[src/sv/cgd_pkg.sv]
// cgd_pkg: shared types and constants of the greedy sequence decoder
// used by cgd_ctrl, cgd_dpath and ctc_greedy_decoder; no dependencies
`default_nettype none

package cgd_pkg;

    localparam int unsigned SCORE_W     = 16;
    localparam int unsigned CLS_W       = 13;
    localparam int unsigned CNT_W       = 14;
    localparam int unsigned KEPT_W      = 8;
    localparam int unsigned SUM_W       = 23;
    localparam int unsigned DICT_W      = 14;
    localparam int unsigned MAX_CLASSES = 8192;
    localparam int unsigned MAX_STEPS   = 128;
    localparam int unsigned DIV_STEPS   = SCORE_W;
    localparam int unsigned STEP_W      = $clog2(DIV_STEPS);

    localparam logic [DICT_W-1:0] DICT_RESET = DICT_W'(8192);
    localparam logic [CLS_W-1:0]  BLANK_CLS  = '0;

    typedef struct packed {
        logic [SCORE_W-1:0] class_score;
        logic               last_of_row;
        logic               last_of_sequence;
    } t_in;

    typedef struct packed {
        logic               emit_char;
        logic [CLS_W-1:0]   class_index;
        logic               sequence_done;
        logic [SCORE_W-1:0] mean_score;
        logic [KEPT_W-1:0]  kept_count;
    } t_out;

    typedef struct packed {
        logic take;
        logic load_out;
        logic div_start;
        logic div_step;
        logic div_last;
    } t_cmd;

    typedef struct packed {
        logic last_row;
        logic need_div;
    } t_sts;

endpackage

`default_nettype wire

[src/sv/cgd_ctrl.sv]
// cgd_ctrl: handshake control and divide sequencing of the decoder
// depends on cgd_pkg
`default_nettype none

module cgd_ctrl
    import cgd_pkg::*;
(
    input  wire logic i_clk,
    input  wire logic i_rst_n,
    input  wire logic i_in_valid,
    input  wire logic i_out_stall,
    input  wire t_sts i_sts,
    output logic      o_in_stall,
    output logic      o_out_valid,
    output t_cmd      o_cmd
);

    typedef enum logic {
        S_RUN,
        S_DIV
    } t_state;

    t_state              r_state, n_state;
    logic [STEP_W-1:0]   r_step, n_step;
    logic                r_out_valid, n_out_valid;
    logic                out_free;
    logic                can_take;
    logic                take;

    assign out_free = !r_out_valid || !i_out_stall;
    assign can_take = (r_state == S_RUN) && (!i_sts.last_row || out_free);
    assign take     = can_take && i_in_valid;

    assign o_in_stall  = !can_take;
    assign o_out_valid = r_out_valid;

    always_comb begin
        o_cmd           = '0;
        o_cmd.take      = take;
        o_cmd.load_out  = take && i_sts.last_row;
        o_cmd.div_start = take && i_sts.need_div;
        o_cmd.div_step  = (r_state == S_DIV);
        o_cmd.div_last  = (r_state == S_DIV) && (r_step == STEP_W'(DIV_STEPS - 1));

        n_state     = r_state;
        n_step      = r_step;
        n_out_valid = r_out_valid;

        if (r_out_valid && !i_out_stall) begin
            n_out_valid = 1'b0;
        end

        unique case (r_state)
            S_RUN: begin
                n_step = '0;
                if (o_cmd.div_start) begin
                    n_state = S_DIV;
                end else if (o_cmd.load_out) begin
                    n_out_valid = 1'b1;
                end
            end
            S_DIV: begin
                n_step = r_step + STEP_W'(1);
                if (o_cmd.div_last) begin
                    n_state     = S_RUN;
                    n_out_valid = 1'b1;
                end
            end
            default: begin
                n_state = S_RUN;
            end
        endcase
    end

    always_ff @(posedge i_clk) begin
        if (!i_rst_n) begin
            r_state     <= S_RUN;
            r_step      <= '0;
            r_out_valid <= 1'b0;
        end else begin
            r_state     <= n_state;
            r_step      <= n_step;
            r_out_valid <= n_out_valid;
        end
    end

endmodule

`default_nettype wire

[src/sv/cgd_dpath.sv]
// cgd_dpath: row argmax, keep/repeat filter, score accumulation,
// radix-2 mean divider and output register; depends on cgd_pkg
`default_nettype none

module cgd_dpath
    import cgd_pkg::*;
(
    input  wire logic              i_clk,
    input  wire logic              i_rst_n,
    input  wire logic              i_cfg_we,
    input  wire logic [DICT_W-1:0] i_cfg_data,
    input  wire t_in               i_in,
    input  wire t_cmd              i_cmd,
    output t_sts                   o_sts,
    output t_out                   o_out
);

    logic [DICT_W-1:0]  r_dict;
    logic [SCORE_W-1:0] r_row_max;
    logic [CLS_W-1:0]   r_argmax;
    logic [CNT_W-1:0]   r_cls_cnt;
    logic [CLS_W-1:0]   r_prev;
    logic [SUM_W-1:0]   r_sum;
    logic [KEPT_W-1:0]  r_kept;
    logic [KEPT_W-1:0]  r_rem;
    logic [SCORE_W-1:0] r_q;
    logic [KEPT_W-1:0]  r_div;
    t_out               r_out;

    logic               in_range;
    logic               upd;
    logic [SCORE_W-1:0] cur_max;
    logic [CLS_W-1:0]   cur_arg;
    logic               kept;
    logic               emit;
    logic               add;
    logic               seq_end;
    logic [SUM_W-1:0]   n_sum;
    logic [KEPT_W-1:0]  n_kept;
    logic [KEPT_W:0]    shifted;
    logic               ge;
    logic [KEPT_W:0]    diff;
    logic [KEPT_W-1:0]  n_rem;
    logic [SCORE_W-1:0] n_q;

    always_comb begin
        in_range = r_cls_cnt < CNT_W'(MAX_CLASSES);
        upd      = in_range && ((r_cls_cnt == '0) || (i_in.class_score > r_row_max));
        cur_max  = upd ? i_in.class_score : r_row_max;
        cur_arg  = upd ? r_cls_cnt[CLS_W-1:0] : r_argmax;
        kept     = (cur_arg != BLANK_CLS) && (cur_arg != r_prev);
        emit     = kept && ({1'b0, cur_arg} < r_dict);
        add      = kept && (r_kept < KEPT_W'(MAX_STEPS));
        n_sum    = add ? r_sum + SUM_W'(cur_max) : r_sum;
        n_kept   = add ? r_kept + KEPT_W'(1) : r_kept;
        seq_end  = i_in.last_of_row && i_in.last_of_sequence;

        o_sts.last_row = i_in.last_of_row;
        o_sts.need_div = seq_end && (n_kept != '0);

        shifted = {r_rem, r_q[SCORE_W-1]};
        ge      = shifted >= {1'b0, r_div};
        diff    = shifted - {1'b0, r_div};
        n_rem   = ge ? diff[KEPT_W-1:0] : shifted[KEPT_W-1:0];
        n_q     = {r_q[SCORE_W-2:0], ge};
    end

    always_ff @(posedge i_clk) begin
        if (!i_rst_n) begin
            r_dict    <= DICT_RESET;
            r_row_max <= '0;
            r_argmax  <= '0;
            r_cls_cnt <= '0;
            r_prev    <= BLANK_CLS;
            r_sum     <= '0;
            r_kept    <= '0;
        end else begin
            if (i_cfg_we) begin
                r_dict <= i_cfg_data;
            end
            if (i_cmd.take) begin
                if (i_in.last_of_row) begin
                    r_row_max <= '0;
                    r_argmax  <= '0;
                    r_cls_cnt <= '0;
                    r_prev    <= seq_end ? BLANK_CLS : cur_arg;
                    r_sum     <= seq_end ? '0 : n_sum;
                    r_kept    <= seq_end ? '0 : n_kept;
                end else begin
                    r_row_max <= cur_max;
                    r_argmax  <= cur_arg;
                    if (in_range) begin
                        r_cls_cnt <= r_cls_cnt + CNT_W'(1);
                    end
                end
            end
        end
    end

    // transaction payload and divider registers
    always_ff @(posedge i_clk) begin
        if (i_cmd.load_out) begin
            r_out.emit_char     <= emit;
            r_out.class_index   <= cur_arg;
            r_out.sequence_done <= seq_end;
            r_out.mean_score    <= '0;
            r_out.kept_count    <= n_kept;
        end
        if (i_cmd.div_start) begin
            r_rem <= KEPT_W'(n_sum[SUM_W-1:SCORE_W]);
            r_q   <= n_sum[SCORE_W-1:0];
            r_div <= n_kept;
        end else if (i_cmd.div_step) begin
            r_rem <= n_rem;
            r_q   <= n_q;
        end
        if (i_cmd.div_last) begin
            r_out.mean_score <= n_q;
        end
    end

    assign o_out = r_out;

endmodule

`default_nettype wire

[src/sv/ctc_greedy_decoder.sv]
// ctc_greedy_decoder: top level of the streaming greedy sequence decoder
// depends on cgd_pkg, cgd_ctrl and cgd_dpath
//
// input channel: one class score per transaction, class 0 first, with
// last_of_row on the last score of a time step and last_of_sequence with it
// on the last step. output channel: one transaction per finished row with
// emit flag, argmax class, running kept count and, on the last row, the mean
// kept score. i_cfg_we writes the dictionary size (reset 8192).
// scores inside a row are taken one per cycle while no divide runs and give
// no output. a row end loads the output register, shown in the cycle after
// the transaction. a sequence end with kept rows runs a one-bit-per-cycle
// restoring divider: the result appears once all 16 quotient bits are done,
// and no input is taken meanwhile. a new row end waits while an earlier
// result is still held by the receiver; other scores keep flowing. synchronous
// active-low reset clears the row and sequence state, empties the output
// register and restores the dictionary size.
`default_nettype none

module ctc_greedy_decoder
    import cgd_pkg::*;
(
    input  wire logic              i_clk,
    input  wire logic              i_rst_n,
    input  wire logic              i_cfg_we,
    input  wire logic [DICT_W-1:0] i_cfg_data,
    input  wire logic              i_in_valid,
    output logic                   o_in_stall,
    input  wire t_in               i_in,
    output logic                   o_out_valid,
    input  wire logic              i_out_stall,
    output t_out                   o_out
);

    t_cmd cmd;
    t_sts sts;

    cgd_ctrl u_ctrl (
        .i_clk       (i_clk),
        .i_rst_n     (i_rst_n),
        .i_in_valid  (i_in_valid),
        .i_out_stall (i_out_stall),
        .i_sts       (sts),
        .o_in_stall  (o_in_stall),
        .o_out_valid (o_out_valid),
        .o_cmd       (cmd)
    );

    cgd_dpath u_dpath (
        .i_clk      (i_clk),
        .i_rst_n    (i_rst_n),
        .i_cfg_we   (i_cfg_we),
        .i_cfg_data (i_cfg_data),
        .i_in       (i_in),
        .i_cmd      (cmd),
        .o_sts      (sts),
        .o_out      (o_out)
    );

endmodule

`default_nettype wire
[config.mk]
export PLATFORM = sky130hd
export DESIGN_NAME = ctc_greedy_decoder
export DESIGN_NICKNAME = d
export VERILOG_FILES = /design/src/sv/cgd_pkg.sv /design/src/sv/cgd_ctrl.sv /design/src/sv/cgd_dpath.sv /design/src/sv/ctc_greedy_decoder.sv
export SDC_FILE = /design/constraint.sdc
export NUM_CORES = 1
export LEC_CHECK = 0
export BUFFER_PORTS_ARGS = -buffer_cell sky130_fd_sc_hd__buf_2
export CAP_MARGIN = 40
export CORE_ASPECT_RATIO = 1.2
export CORE_MARGIN = 10
export CORE_UTILIZATION = 45
export DETAILED_ROUTE_END_ITERATION = 8
export GPL_TIMING_DRIVEN = 1
export PLACE_DENSITY = 0.65
export SYNTH_ARGS = -nofsm -noshare
export SYNTH_HDL_FRONTEND = slang
export SYNTH_SLANG_ARGS = --single-unit
[constraint.sdc]
create_clock -name i_clk -period 8.5 [get_ports i_clk]
set_input_delay 0.85 -clock i_clk [delete_from_list [all_inputs] [get_ports i_clk]]
set_output_delay 0.85 -clock i_clk [all_outputs]
set_load 0.05 [all_outputs]
==> impl_summary.txt <==
----------------------------------------------------
[Outcome]
  Status ... finished, final reports clean

[Setup path]
  Critical path class ... in -> reg
  Data required time of the critical path ... 8.66 ns
  Setup crit start kind ... input pin
  Kind of capture point of the worst setup path ... flop
  Worst-path maximum fanout ... 40
  Data arrival time at the worst-slack endpoint ... 6.04 ns

[CTS]
  Quantity of hold-fixing buffers added after cts ... 0
  Clock edge transition at the registers on the reported setup and hold paths ... 0.06 ns
  CTS tree ... built
  Resize count post-CTS ... 0
  CTS HTree Levels ... 4
  Cell at the root of the clock tree ... sky130_fd_sc_hd__clkbuf_16
  Insertion delay of the later-clocked pin in the worst-skew pair ... 0.43 ns
  Clock buffers created by TritonCTS ... 17
  Longest Clk Path Bufs ... 2
  Number of clock sinks ... 178
  Setup Fix Bufs, Post-CTS ... 0

[Die]
  Die outline area ... 27,400 µm²
  Count of standard-cell rows ... 58
  Total I/O pin count ... 78
  Die Wd ... 153 µm
  Core Footprint ... 20,900 µm²
  Starting utilization of the core area ... 45.6%
  Die span in y ... 179 µm

[Finish]
  Reg area ... 4260 µm²
  Final design utilization ... 51.3%
  Fraction of layout cells with a size suffix above 1 ... 16.1%
  Antenna diodes ... 0
  NumNets Final ... 1,129
  Post-synthesis to final-layout area growth ... 12.5%
  Final standard cell count with taps included and fillers excluded ... 1,317
  Filler cell count ... 1,921
  Multi-input combinational cell area ... 4800 µm²

[Timing]
  Fmax ... 0.170 GHz
  Relative slew slack ... 44.9%
  Min Clock Period, post-route ... 5.89 ns
  Final setup skew ... 0.0124 ns
  Share of the cycle needed by the critical path after routing ... 69.3%
  Final setup violation count ... 0
  Hold violation total from the final report ... 0
  Final sum of negative setup slack ... 0 ns
  Min Hold Slack ... 0.447 ns
  Slew Limit Fails ... 0
  RSZ-0062 raised after global routing ... false
  Actual transition at the worst max-transition pin ... 0.824 ns

[GRT]
  Residual overflow from global routing ... 0
  Global-route track usage on met2 ... 27.8%
  Pin count of the biggest net entering global routing ... 51
  Number of global-route vias before repair ... 7,040
  Layer with the highest usage after global routing ... met2
  Global routing met3 resource utilization ... 3.39%
  Antenna violations before repair ... 0
  GRT Resource Usage Total ... 16.1%
  Grt met1 use ... 19.4%
  First-pass GRT wire length ... 36,100 µm

[Synth]
  Prevailing post-synth register cell ... sky130_fd_sc_hd__dfxtp_1
  Yosys cell types ... 69
  Number of flops mapped to enable cells by yosys ... 70
  Async set-reset flop share out of synthesis ... 0%
  Post-synthesis net count ... 1,070
  Sequential cell area fraction in the yosys report ... 44.8%
  Yosys synthesis warning count ... 0
  Instance count of the mapped netlist ... 975
  Summed instance area of the synthesized netlist ... 9530 µm²
  Yosys reg bits ... 178
  Synthesized area per cell ... 9.77 µm²

[Place]
  Sum of net half-perimeters after detailed placement ... 16,400 µm
  Cell Count Post-Placement ... 1,285
  Last weighted congestion value of the routability-driven placer ... 0.875
  Port Buf Inserts ... 77

[Routing]
  Number of violations reported at the end of detailed-routing iteration 0 ... 506
  Vias ... 7,205
  Length of the first detailed-routing pass in iterations ... 5
  Post-route DRC ... 0
  Mean routed wirelength per cell ... 16.9 µm
  Number of routed nets with antenna violations ... 0
  Vias per Instance ... 5.47
  Final Routed Wirelength ... 22,300 µm

[Run]
  Number of max-capacitance violations reported ... 0

[Power and ir drop]
  Maximum vdd drop ... 133 µV
  Power density over cell area ... 181 nW/µm²
  Reported leakage power ... 4.42 nW

[Hold path]
  Hold Path Class ... reg -> reg

----------------------------------------------------
[through the flow]
| stage | setup WS (ns) | area (µm²) | power [mW] |
|---|---|---|---|
| 6_report | 2.61 | 10700 | 1.94 |
| 5_1_grt | 2.06 | 10700 | 2.02 |
| 4_1_cts | 2.60 | 10700 | 1.96 |
| 3_5_place_dp | 2.17 | 10100 | 1.18 |
| 3_3_place_gp | 2.27 | 10100 | 1.17 |
| 2_1_floorplan | 3.03 | 9530 | 1.11 |
[worst max-delay path, stage by stage]
cell and delay [ns]:
sky130_fd_sc_hd__buf_2 0.11, sky130_fd_sc_hd__ha_1 0.30, sky130_fd_sc_hd__nand4_1 0.16, sky130_fd_sc_hd__nor4_1 0.51, sky130_fd_sc_hd__a21boi_2 0.30, sky130_fd_sc_hd__o31ai_2 0.16
sky130_fd_sc_hd__nand2_2 0.53, sky130_fd_sc_hd__o21ai_0 0.32, sky130_fd_sc_hd__fa_1 0.52, sky130_fd_sc_hd__a211oi_1 0.31, sky130_fd_sc_hd__o21a_1 0.21, sky130_fd_sc_hd__o31ai_1 0.09
sky130_fd_sc_hd__o21a_1 0.19, sky130_fd_sc_hd__o21ai_0 0.15, sky130_fd_sc_hd__nand2b_1 0.11, sky130_fd_sc_hd__a311oi_1 0.38, sky130_fd_sc_hd__o21ai_0 0.34, sky130_fd_sc_hd__nand4_1 0.21
sky130_fd_sc_hd__xor2_1 0.20, sky130_fd_sc_hd__mux2i_1 0.09
[sequential cells by signal (all words and copies together), names as in the netlist]
name,flops
u_dpath.r_q,16
u_ctrl.r_state,1
u_ctrl.o_out_valid,1
u_dpath.r_kept,8
u_dpath.o_out,39
u_dpath.r_dict,14
u_dpath.r_prev,13
u_dpath.r_argmax,13
u_dpath.r_div,8
u_ctrl.r_step,4
u_dpath.r_row_max,16
u_dpath.r_sum,23
u_dpath.r_cls_cnt,14
u_dpath.r_rem,8
[placed cells by master, fill, tap and decap left out, drive strengths merged, types with 3 or more instances in the layout]
cell    Yosys  layout
a211o       4       4
a21o        6       6
a21oi      49      49
a22o       28      28
a22oi      30      30
a31oi       6       6
and2       23      23
and3        6       6
buf        10      90
clkbuf     40      18
clkinv      1       6
dfxtp     108     108
edfxtp     70      70
ha         56      56
inv        64      69
mux2       33      33
mux2i      25      25
nand2      78      78
nand2b      5       5
nand3      18      18
nand4      18      18
nand4b      3       3
nor2       81      81
nor2b       8       8
nor3       21      21
nor4       11      11
o211ai      5       5
o21ai      59      59
o21bai      5       5
o31ai       5       5
or2         3       3
or3         7       7
xnor2      32      32
xor2       24      24
[area by class of cell]
| type | instances | share of cell area (%) |
|---|---|---|
| Clock buffer | 18 | 4.01 |
| Sequential cell | 178 | 39.8 |
| Tap cell | 270 | 3.15 |
| Timing Repair Buffer | 90 | 4.58 |
| Clock inverter | 14 | 1.41 |
| Inverter | 65 | 2.28 |
| Multi-Input combinational cell | 682 | 44.8 |
[power by group]
| group | internal, mW | leakage (nW) | switching, mW |
|---|---|---|---|
| clock | 0.437 | 0.279 | 0.347 |
| combinational | 0.0855 | 2.62 | 0.153 |
| sequential | 0.909 | 1.53 | 0.0112 |
[kinds of logic after synthesis]
logic type / share of synthesized area [%]
XOR/XNOR: 5.15
AO/OA/AOI/OAI: 15.8
adder cells (fa/ha/maj): 7.78
flip-flops: 44.8
AND/OR/NAND/NOR: 14.7
multiplexers: 6.88
buffers and inverters: 4.99
[synthesized netlist by cell type (3+ instances only)]
master | count | area [µm²]
sky130_fd_sc_hd__dfxtp_1 | 108 | 2160
sky130_fd_sc_hd__nor2_1 | 81 | 304
sky130_fd_sc_hd__nand2_1 | 77 | 289
sky130_fd_sc_hd__edfxtp_1 | 70 | 2100
sky130_fd_sc_hd__inv_1 | 64 | 240
sky130_fd_sc_hd__o21ai_0 | 58 | 290
sky130_fd_sc_hd__ha_1 | 56 | 701
sky130_fd_sc_hd__a21oi_1 | 47 | 235
sky130_fd_sc_hd__clkbuf_1 | 40 | 150
sky130_fd_sc_hd__xnor2_1 | 32 | 280
sky130_fd_sc_hd__a22oi_1 | 30 | 225
sky130_fd_sc_hd__a22o_1 | 28 | 245
sky130_fd_sc_hd__mux2i_1 | 25 | 250
sky130_fd_sc_hd__mux2_2 | 24 | 270
sky130_fd_sc_hd__xor2_1 | 24 | 210
sky130_fd_sc_hd__and2_1 | 22 | 138
sky130_fd_sc_hd__nor3_1 | 21 | 105
sky130_fd_sc_hd__nand3_1 | 18 | 90.1
sky130_fd_sc_hd__nand4_1 | 18 | 113
sky130_fd_sc_hd__nor4_1 | 11 | 68.8
sky130_fd_sc_hd__mux2_4 | 9 | 135
sky130_fd_sc_hd__nor2b_1 | 8 | 50.1
sky130_fd_sc_hd__or3_1 | 7 | 43.8
sky130_fd_sc_hd__a21o_1 | 6 | 45.0
sky130_fd_sc_hd__a31oi_1 | 6 | 37.5
sky130_fd_sc_hd__and3_1 | 6 | 37.5
sky130_fd_sc_hd__nand2b_1 | 5 | 31.3
sky130_fd_sc_hd__o211ai_1 | 5 | 37.5
sky130_fd_sc_hd__o21bai_1 | 5 | 37.5
sky130_fd_sc_hd__a211o_1 | 4 | 35.0
sky130_fd_sc_hd__buf_1 | 4 | 15.0
sky130_fd_sc_hd__o31ai_1 | 4 | 30.0
sky130_fd_sc_hd__buf_6 | 3 | 33.8
sky130_fd_sc_hd__nand4b_1 | 3 | 26.3
[metal layers]
layer | up-vias | routed length, µm
li1 | 3618 | -
met1 | 3419 | 9950
met2 | 132 | 11000
met3 | 36 | 823
met4 | 0 | 532
met5 | - | 0
[final timing paths]
check                        startpoint                to  slack (ns)  cells past startpoint
setup / recovery               i_in[16]  u_dpath.r_rem[2]        2.61                     20
hold / removal         u_ctrl.r_step[0]  u_ctrl.r_step[0]        0.45                      1
setup reg to reg  u_dpath.r_row_max[14]  u_dpath.r_rem[2]        2.75                     20
hold reg to reg        u_ctrl.r_step[0]  u_ctrl.r_step[0]        0.45                      1
No activity file was read; power rests on OpenSTA's default activity.
